### src/rdw_pkg.sv
// ----------------------------------------------------------------------------
// rdw_pkg
// Shared types and constants for the decaying-window running average.
// ----------------------------------------------------------------------------
package rdw_pkg;

    localparam int SAMPLE_BITS_DEF = 16;
    localparam int CNT_BITS        = 17;
    localparam int WIN_BITS        = 16;
    localparam int HELD_BITS       = 16;

    localparam logic [WIN_BITS-1:0] WINDOW_RESET = 16'd16;

    typedef enum logic [1:0] {
        ST_IDLE,
        ST_LOAD,
        ST_DIV,
        ST_FINISH
    } state_t;

endpackage

### src/running_average_decaying_window.sv
// ----------------------------------------------------------------------------
// running_average_decaying_window
// Approximate moving average of signed Q8.8 samples with a decaying sum.
// ----------------------------------------------------------------------------
// s_valid/s_ready/s_sample take one sample item; m_valid/m_ready return one
// result item per sample: m_average (sum / count, truncated toward zero,
// saturated to the sample range) and m_samples_held (count after the step).
// cfg_valid/cfg_ready/cfg_window_size write the window register; write it
// only while no item is in flight.
// From acceptance to m_valid: the sample is added at the accepting edge,
// ST_LOAD takes the magnitude of the sum, the bit-serial restoring divider
// runs in ST_DIV, and ST_FINISH decays the sum (when the count exceeds the
// window) and loads the output register.
// s_ready returns the cycle after ST_FINISH, so a new sample is taken only
// once the previous one is through.
// Reset (aresetn, synchronous, active low) clears sum and count, sets the
// window to 16 and empties the output register.
// If m_ready is low the result holds in the output register; the next item
// is processed and then waits until the register is free.
// ----------------------------------------------------------------------------
module running_average_decaying_window #(
    parameter int SAMPLE_BITS = rdw_pkg::SAMPLE_BITS_DEF
) (
    input  logic                                aclk,
    input  logic                                aresetn,

    input  logic                                cfg_valid,
    output logic                                cfg_ready,
    input  logic [rdw_pkg::WIN_BITS-1:0]        cfg_window_size,

    input  logic                                s_valid,
    output logic                                s_ready,
    input  logic signed [SAMPLE_BITS-1:0]       s_sample,

    output logic                                m_valid,
    input  logic                                m_ready,
    output logic signed [SAMPLE_BITS-1:0]       m_average,
    output logic [rdw_pkg::HELD_BITS-1:0]       m_samples_held
);

    localparam int CNT_BITS  = rdw_pkg::CNT_BITS;
    localparam int SUM_BITS  = SAMPLE_BITS + CNT_BITS;
    localparam int STEP_BITS = $clog2(SUM_BITS);

    localparam logic signed [SUM_BITS-1:0] SUM_MAX = {1'b0, {(SUM_BITS-1){1'b1}}};
    localparam logic signed [SUM_BITS-1:0] SUM_MIN = {1'b1, {(SUM_BITS-1){1'b0}}};
    localparam logic signed [SUM_BITS-1:0] AVG_MAX =
        {{(SUM_BITS-SAMPLE_BITS+1){1'b0}}, {(SAMPLE_BITS-1){1'b1}}};
    localparam logic signed [SUM_BITS-1:0] AVG_MIN =
        {{(SUM_BITS-SAMPLE_BITS+1){1'b1}}, {(SAMPLE_BITS-1){1'b0}}};
    localparam logic [STEP_BITS-1:0] STEP_LAST = STEP_BITS'(SUM_BITS - 1);

    rdw_pkg::state_t state_reg, state_next;

    logic [rdw_pkg::WIN_BITS-1:0]   window_reg, window_next;
    logic signed [SUM_BITS-1:0]     sum_reg, sum_next;
    logic [CNT_BITS-1:0]            count_reg, count_next;
    logic                           neg_reg, neg_next;
    logic [CNT_BITS-1:0]            rem_reg, rem_next;
    logic [SUM_BITS-1:0]            quo_reg, quo_next;
    logic [STEP_BITS-1:0]           step_reg, step_next;
    logic                           m_valid_reg, m_valid_next;
    logic signed [SAMPLE_BITS-1:0]  avg_reg, avg_next;
    logic [rdw_pkg::HELD_BITS-1:0]  held_reg, held_next;

    logic signed [SUM_BITS:0]       sum_ext;
    logic signed [SUM_BITS-1:0]     sum_sat;
    logic [CNT_BITS:0]              trial;
    logic [CNT_BITS:0]              diff;
    logic signed [SUM_BITS-1:0]     quo_signed;
    logic                           out_free;

    assign cfg_ready      = 1'b1;
    assign s_ready        = (state_reg == rdw_pkg::ST_IDLE);
    assign m_valid        = m_valid_reg;
    assign m_average      = avg_reg;
    assign m_samples_held = held_reg;

    assign out_free = !m_valid_reg || m_ready;

    // saturating accumulate
    assign sum_ext = {sum_reg[SUM_BITS-1], sum_reg} + (SUM_BITS+1)'(s_sample);
    always_comb begin
        if (sum_ext[SUM_BITS] != sum_ext[SUM_BITS-1]) begin
            sum_sat = sum_ext[SUM_BITS] ? SUM_MIN : SUM_MAX;
        end else begin
            sum_sat = sum_ext[SUM_BITS-1:0];
        end
    end

    // restoring divider step
    assign trial = {rem_reg, quo_reg[SUM_BITS-1]};
    assign diff  = trial - {1'b0, count_reg};

    assign quo_signed = neg_reg ? -$signed(quo_reg) : $signed(quo_reg);

    // next state
    always_comb begin
        state_next = state_reg;
        unique case (state_reg)
            rdw_pkg::ST_IDLE: begin
                if (s_valid) begin
                    state_next = rdw_pkg::ST_LOAD;
                end
            end
            rdw_pkg::ST_LOAD: begin
                state_next = rdw_pkg::ST_DIV;
            end
            rdw_pkg::ST_DIV: begin
                if (step_reg == STEP_LAST) begin
                    state_next = rdw_pkg::ST_FINISH;
                end
            end
            rdw_pkg::ST_FINISH: begin
                if (out_free) begin
                    state_next = rdw_pkg::ST_IDLE;
                end
            end
            default: state_next = rdw_pkg::ST_IDLE;
        endcase
    end

    // datapath and outputs
    always_comb begin
        window_next  = window_reg;
        sum_next     = sum_reg;
        count_next   = count_reg;
        neg_next     = neg_reg;
        rem_next     = rem_reg;
        quo_next     = quo_reg;
        step_next    = step_reg;
        m_valid_next = m_valid_reg;
        avg_next     = avg_reg;
        held_next    = held_reg;

        if (cfg_valid) begin
            window_next = cfg_window_size;
        end
        if (m_valid_reg && m_ready) begin
            m_valid_next = 1'b0;
        end

        unique case (state_reg)
            rdw_pkg::ST_IDLE: begin
                if (s_valid) begin
                    sum_next   = sum_sat;
                    count_next = count_reg + CNT_BITS'(1);
                end
            end
            rdw_pkg::ST_LOAD: begin
                neg_next  = sum_reg[SUM_BITS-1];
                quo_next  = sum_reg[SUM_BITS-1] ? unsigned'(-sum_reg) : unsigned'(sum_reg);
                rem_next  = '0;
                step_next = '0;
            end
            rdw_pkg::ST_DIV: begin
                if (!diff[CNT_BITS]) begin
                    rem_next = diff[CNT_BITS-1:0];
                end else begin
                    rem_next = trial[CNT_BITS-1:0];
                end
                quo_next  = {quo_reg[SUM_BITS-2:0], !diff[CNT_BITS]};
                step_next = step_reg + STEP_BITS'(1);
            end
            rdw_pkg::ST_FINISH: begin
                if (out_free) begin
                    if (quo_signed > AVG_MAX) begin
                        avg_next = AVG_MAX[SAMPLE_BITS-1:0];
                    end else if (quo_signed < AVG_MIN) begin
                        avg_next = AVG_MIN[SAMPLE_BITS-1:0];
                    end else begin
                        avg_next = quo_signed[SAMPLE_BITS-1:0];
                    end
                    if (count_reg > {1'b0, window_reg}) begin
                        count_next = {1'b0, window_reg};
                        sum_next   = sum_reg - quo_signed;
                        held_next  = window_reg;
                    end else begin
                        held_next  = count_reg[rdw_pkg::HELD_BITS-1:0];
                    end
                    m_valid_next = 1'b1;
                end
            end
            default: ;
        endcase
    end

    always_ff @(posedge aclk) begin
        if (!aresetn) begin
            state_reg   <= rdw_pkg::ST_IDLE;
            window_reg  <= rdw_pkg::WINDOW_RESET;
            sum_reg     <= '0;
            count_reg   <= '0;
            m_valid_reg <= 1'b0;
        end else begin
            state_reg   <= state_next;
            window_reg  <= window_next;
            sum_reg     <= sum_next;
            count_reg   <= count_next;
            m_valid_reg <= m_valid_next;
        end
    end

    always_ff @(posedge aclk) begin
        neg_reg  <= neg_next;
        rem_reg  <= rem_next;
        quo_reg  <= quo_next;
        step_reg <= step_next;
        avg_reg  <= avg_next;
        held_reg <= held_next;
    end

endmodule
### config.mk
export PLATFORM = sky130hd
export DESIGN_NAME = running_average_decaying_window
export DESIGN_NICKNAME = d
export VERILOG_FILES = /design/src/rdw_pkg.sv /design/src/running_average_decaying_window.sv
export SDC_FILE = /design/constraint.sdc
export NUM_CORES = 1
export LEC_CHECK = 0
export ABC_AREA = 0
export BUFFER_PORTS_ARGS = -buffer_cell sky130_fd_sc_hd__buf_2
export CAP_MARGIN = 20
export CORE_ASPECT_RATIO = 1.2
export CORE_MARGIN = 3
export CORE_UTILIZATION = 50
export CTS_CLUSTER_DIAMETER = 40
export DETAILED_ROUTE_END_ITERATION = 10
export HOLD_SLACK_MARGIN = 0.03
export PLACE_DENSITY = 0.67
export SYNTH_ARGS = -nofsm -noshare
export SYNTH_HDL_FRONTEND = slang
export SYNTH_SLANG_ARGS = --single-unit
### constraint.sdc
create_clock -name aclk -period 5.2 [get_ports aclk]
set_input_delay 0.26 -clock aclk [delete_from_list [all_inputs] [get_ports aclk]]
set_output_delay 0.26 -clock aclk [all_outputs]
set_load 0.005 [all_outputs]
; ---- After elaboration in Yosys (flattened, before gate mapping)
; Cells that the tools add are included.
[totals]
out_inout_bits = 35
wordCells = 65
input_bits = 37
register_bits = 158
[classes]
muxes = 25
eq_ne = 9
n_lt_le_gt_ge = 3
n_reduce_logical = 10
addsub = 7
[ops]
columns = cell, n
row1 = $mux W33, 7
row2 = $pmux W33 S2, 2
row3 = $mux W17, 4
row4 = $pmux W17 S2, 2
row5 = $neg A33 Y33, 2
row6 = $add A33 B16 Y34, 1
row7 = $gt A33 B16 Y1 const B, 1
row8 = $lt A33 B16 Y1 const B, 1
row9 = $sub A33 B33 Y33, 1
row10 = $mux W16, 2
row11 = $sub A18 B17 Y18, 1
row12 = $add A17 B1 Y17 const B, 1
row13 = $gt A17 B16 Y1, 1
row14 = $pmux W6 S2, 1
row15 = $ne A2 B2 Y1 const B, 4
row16 = $pmux W2 S4, 1
row17 = $add A6 B1 Y6 const B, 1
row18 = $eq A6 B6 Y1 const B, 1
row19 = $mux W2, 3
row20 = $eq A2 B2 Y1 const B, 2
row21 = $reduce_and A4 Y1, 1
row22 = $reduce_bool A2 Y1, 2
row23 = $mux W1, 3
row24 = $reduce_and A3 Y1, 1
row25 = other kinds (7), 8

; ---- Longest topological paths before layout
[depth]
depth_word = 6
mapped_depth = 19
mapped_depth_nobuf = 19

; ---- Worst setup path before layout
; No wires, ideal clock.
[synth_path]
path_type = register to register
start = reg quo_reg[0]
end = reg sum_reg[25]
stages_incl_launch_ff = 19
arrival_ns = 4.587
setup_slack_ns = 0.492
path_buffers = 0
cell_sequence = edfxtp_1 inv_1 ha_1 or4b_4 o41ai_1 xor2_1 ha_1 a211o_1 o32a_1 o211ai_1 a211o_1 a21oi_1 o31ai_1 a211oi_1 o41ai_1 nand2_1 o32a_1 o311ai_1 o21ai_1
[synth_via]
elab_chain_len = 6
[synth_rtl]
columns = item, line_no
row1 = from (decl), running_average_decaying_window.sv:60  ; logic [SUM_BITS-1:0] quo_reg, quo_next;
row2 = from (signal assigned), running_average_decaying_window.sv:207  ; quo_reg <= quo_next;
row3 = $neg A33 Y33, running_average_decaying_window.sv:95  ; assign quo_signed = neg_reg ? -$signed(quo_reg) : $signed(quo_reg);
row4 = $mux W33 *, running_average_decaying_window.sv:95
row5 = $sub A33 B33 Y33 *, running_average_decaying_window.sv:176  ; sum_next = sum_reg - quo_signed;
row6 = $mux W33 *, running_average_decaying_window.sv:174  ; if (count_reg > {1'b0, window_reg}) begin
row7 = $mux W33 *, running_average_decaying_window.sv:166  ; if (out_free) begin
row8 = $pmux W33 S2 *, running_average_decaying_window.sv:143  ; unique case (state_reg)
row9 = to (signal assigned), running_average_decaying_window.sv:198  ; sum_reg <= sum_next;
row10 = to (decl), running_average_decaying_window.sv:56  ; logic signed [SUM_BITS-1:0] sum_reg, sum_next;
; Mark *: on every way between the ends. The rest lies on a longest branch, timed or not. The select of a mux whose other input is x is not followed.
; A chain may end at the register's enable or synchronous reset.

; ---- Worst setup path after layout
[layout_path]
start = reg quo_reg[0]
end = reg sum_reg[32]
; Same word-level chain as after synthesis.

==> results.cfg <==
[run_status]
status = finished, final reports clean

[placement]
postPlaceCellArea_sq_um = 13920
dpl.hpwl_mm = 25.76
portBuffers = 70
globalplace.congestion = 0.9321
pre_cts_slack_ps = 94.86

[detailed_routing]
via_per_inst = 5.991
vias = 11803
antenna_left = 0
drt-pass1-iter-count = 5
drc = 0
drt-total-wl_mm = 34.37
avgRoutedWirePerCell_microns = 17.45
dr.first_iter.drc_count = 792

[worst_setup_path]
required_ps = 5560
reg2reg_slack_ps = 200
worstPathMaxFanout = 5
r2r-start = quo_reg[0]
arrival_ps = 5350
cp_num_buf_inv = 1
slowest_delay_ps = 510
cp-end-kind = flip-flop
cpMaxStageDelayCell = or4b_4
critPathLaunch = quo_reg[0]
rr_endpoint = sum_reg[32]
start_kind = flip-flop
rr_worst_depth = 19
path_delay_family = compound AO/OA/AOI/OAI gates
crit_type = flip-flop to flip-flop
path_cells = inv_1, ha_1, or4b_4, o21ai_0, xor2_1, ha_1, a21o_1, a21oi_1, o21ai_0, maj3_1, a311o_1, a211oi_4, o2bb2ai_2, a2111oi_4, o31ai_1, a21oi_1, xnor2_1, mux2_1, a31oi_1

[yosys]
synth_seq_cells = 158
synth_top_area_cell = edfxtp_1
synthTopCellsByArea = edfxtp_1 20%, dfxtp_1 10%, ha_1 8.7%
synth.most_common_cell = nand2_1
synth_warnings = 0
synth-edff-count = 89
synth.top_cell.area_share_pct = 20.09
syn_avg_cell_area_sq_um = 8.331
synthesis.area_sq_um = 13300
synth_cells = 1597
ys_seq_area_share_pct = 30.47
netlist_top_cells_count = 159 x nand2_1, 154 x nor2_1, 141 x o21ai_0
yosysUniqueCellTypes = 88
synthArstFlopShare_pct = 0
synth-main-ff-cell = edfxtp_1
syn-num-nets = 1729

[global_routing]
grt_pass1_wl_mm = 56.47
grt_pass1_vias = 11343
grt_usage_pct = 23.88
antenna_found_initial = 0
grt-ovfl-total = 0
grt_max_degree = 65

[timing]
slew_headroom_pct = 35.02
fmax_ghz = 0.2001
finalSetupViolCount = 0
report.final.slew_viol_count = 0
worst-slew-pin-transition_ps = 972.4
post-route-min-period_ps = 4998
final-hold-violation-count = 0
holdWs_ps = 48.43
setup_slack_ps = 201.8
finalClockSkew_ps = 10.79
fin_crit_sh_pct = 96.12

[clock_tree]
worst_skew_pair.late_latency_ps = 430
cts_tree = yes
clockRootBuffer = clkbuf_16
numCtsBuffers = 17
path_clk_slew_ps = 60
htree_levels = 4
cts_buffer_depth = 2
clock-sinks = 158

[power_and_ir_drop]
power.total_mw = 10.10
ir_drop_mv = 0.2995
p_leak_nw = 5.848
pwr_density_cell_nw_per_um2 = 692.5

[finish]
diodes = 0
fin_area_sq_um = 14580
fin_nets = 1759
nFillCells = 2394
drive_gt1_share_pct = 10.43
final_util_pct = 56.36
synthToLayoutAreaGrowth_pct = 9.574

[floorplan]
pin_count = 72
die-area_sq_um = 28610
core_sq_um = 25860
dieHeight_microns = 184.7
rows = 64
die_x_microns = 154.9
start_util_pct = 51.44

[run]
maxCapViolCount = 0

[worst_hold_path]
worstHoldStart = cfg_window_size[4]
hp-class = primary input to flip-flop
holdPathStages = 3
whs_endpoint = window_reg[4]
timing repair:
item	4_1_cts	5_1_grt
endpoints found under the hold margin	0	0
hold buffers	0	0
buffers inserted	0	9
setup endpoints to repair	0	8
gates resized for setup	0	7
logic make-up (layout without fill, tap and decap cells):
logic type	Yosys count	in the layout	share of synthesized area, %
flops	158	158	30.47
xor+xnor	143	143	10.16
other cells	1	1	0.02819
buf+inv	155	198	4.420
simple gates	539	539	19.54
compound gates	457	457	22.55
mux	42	42	3.198
fa+ha+maj	102	102	9.630
through the flow:
step / setup TNS, ps / instances
after floorplan: 0 / 1597
after global placement: 0 / 1928
after detailed placement: 0 / 1928
after CTS: 0 / 1960
after global routing: -51.76 / 1970
final: 0 / 1970
cell usage in the layout (no fill, tap or decap), drive strengths merged, types with 11 or more instances in the layout:
cell and n:
a221oi 23, a31oi 16, o21ai 145, nand2b 12
nor3 30, mux2i 38, o31ai 21, nor4 11
dfxtp 69, or3 17, and2 20, nand2 159
clkbuf 22, o21a 12, o41ai 12, a21oi 100
xnor2 60, and3 20, edfxtp 89, nor2 154
xor2 76, inv 70, nand3 29, nor2b 34
or4 12, a21o 26, a22oi 17, buf 97
ha 92, nand4 19
worst register-to-register path, delay by kind of cell (launching register included):
kind            cells  cell delay, ps
flops               1             430
xor+xnor            2             280
buf+inv             1             100
fa+ha+maj           3             880
simple gates        1             510
compound gates     11            2380
mux                 1             340
worst max-delay path by stage:
stage	cells past startpoint	endpoint
floorplan	18	sum_reg[25]
global placement	18	sum_reg[32]
detailed placement	18	sum_reg[32]
CTS	18	sum_reg[32]
global route	19	sum_reg[32]
finish	19	sum_reg[32]
report_power, final:
part | switching (mW) | internal, mW | leakage (nW)
clock network | 0.515 | 0.609 | 0.238
registers | 0.570 | 1.95 | 1.41
logic | 3.80 | 2.65 | 4.20
total | 4.89 | 5.21 | 5.85
layout make-up:
| cell class | count | area, sq um | share of cell area [%] |
|---|---|---|---|
| flip-flops and latches | 158 | 4054 | 27.81 |
| clock inverters | 10 | 70.07 | 0.4806 |
| repair buffers | 97 | 573.1 | 3.931 |
| inverters | 69 | 259.0 | 1.777 |
| multi-input cells | 1284 | 8765 | 60.12 |
| well taps | 330 | 412.9 | 2.832 |
| clock buffers | 22 | 444.2 | 3.047 |
layer usage:
layer / vias up / part of all wire [%] / track usage (%)
met5: - / 0 / 0
met4: 0 / 2.7 / 8.834
met3: 62 / 3.5 / 2.771
met2: 275 / 49 / 41.97
met1: 5577 / 44 / 30.15
li1: 5889 / - / -
Power figures use the tool's default switching activity.
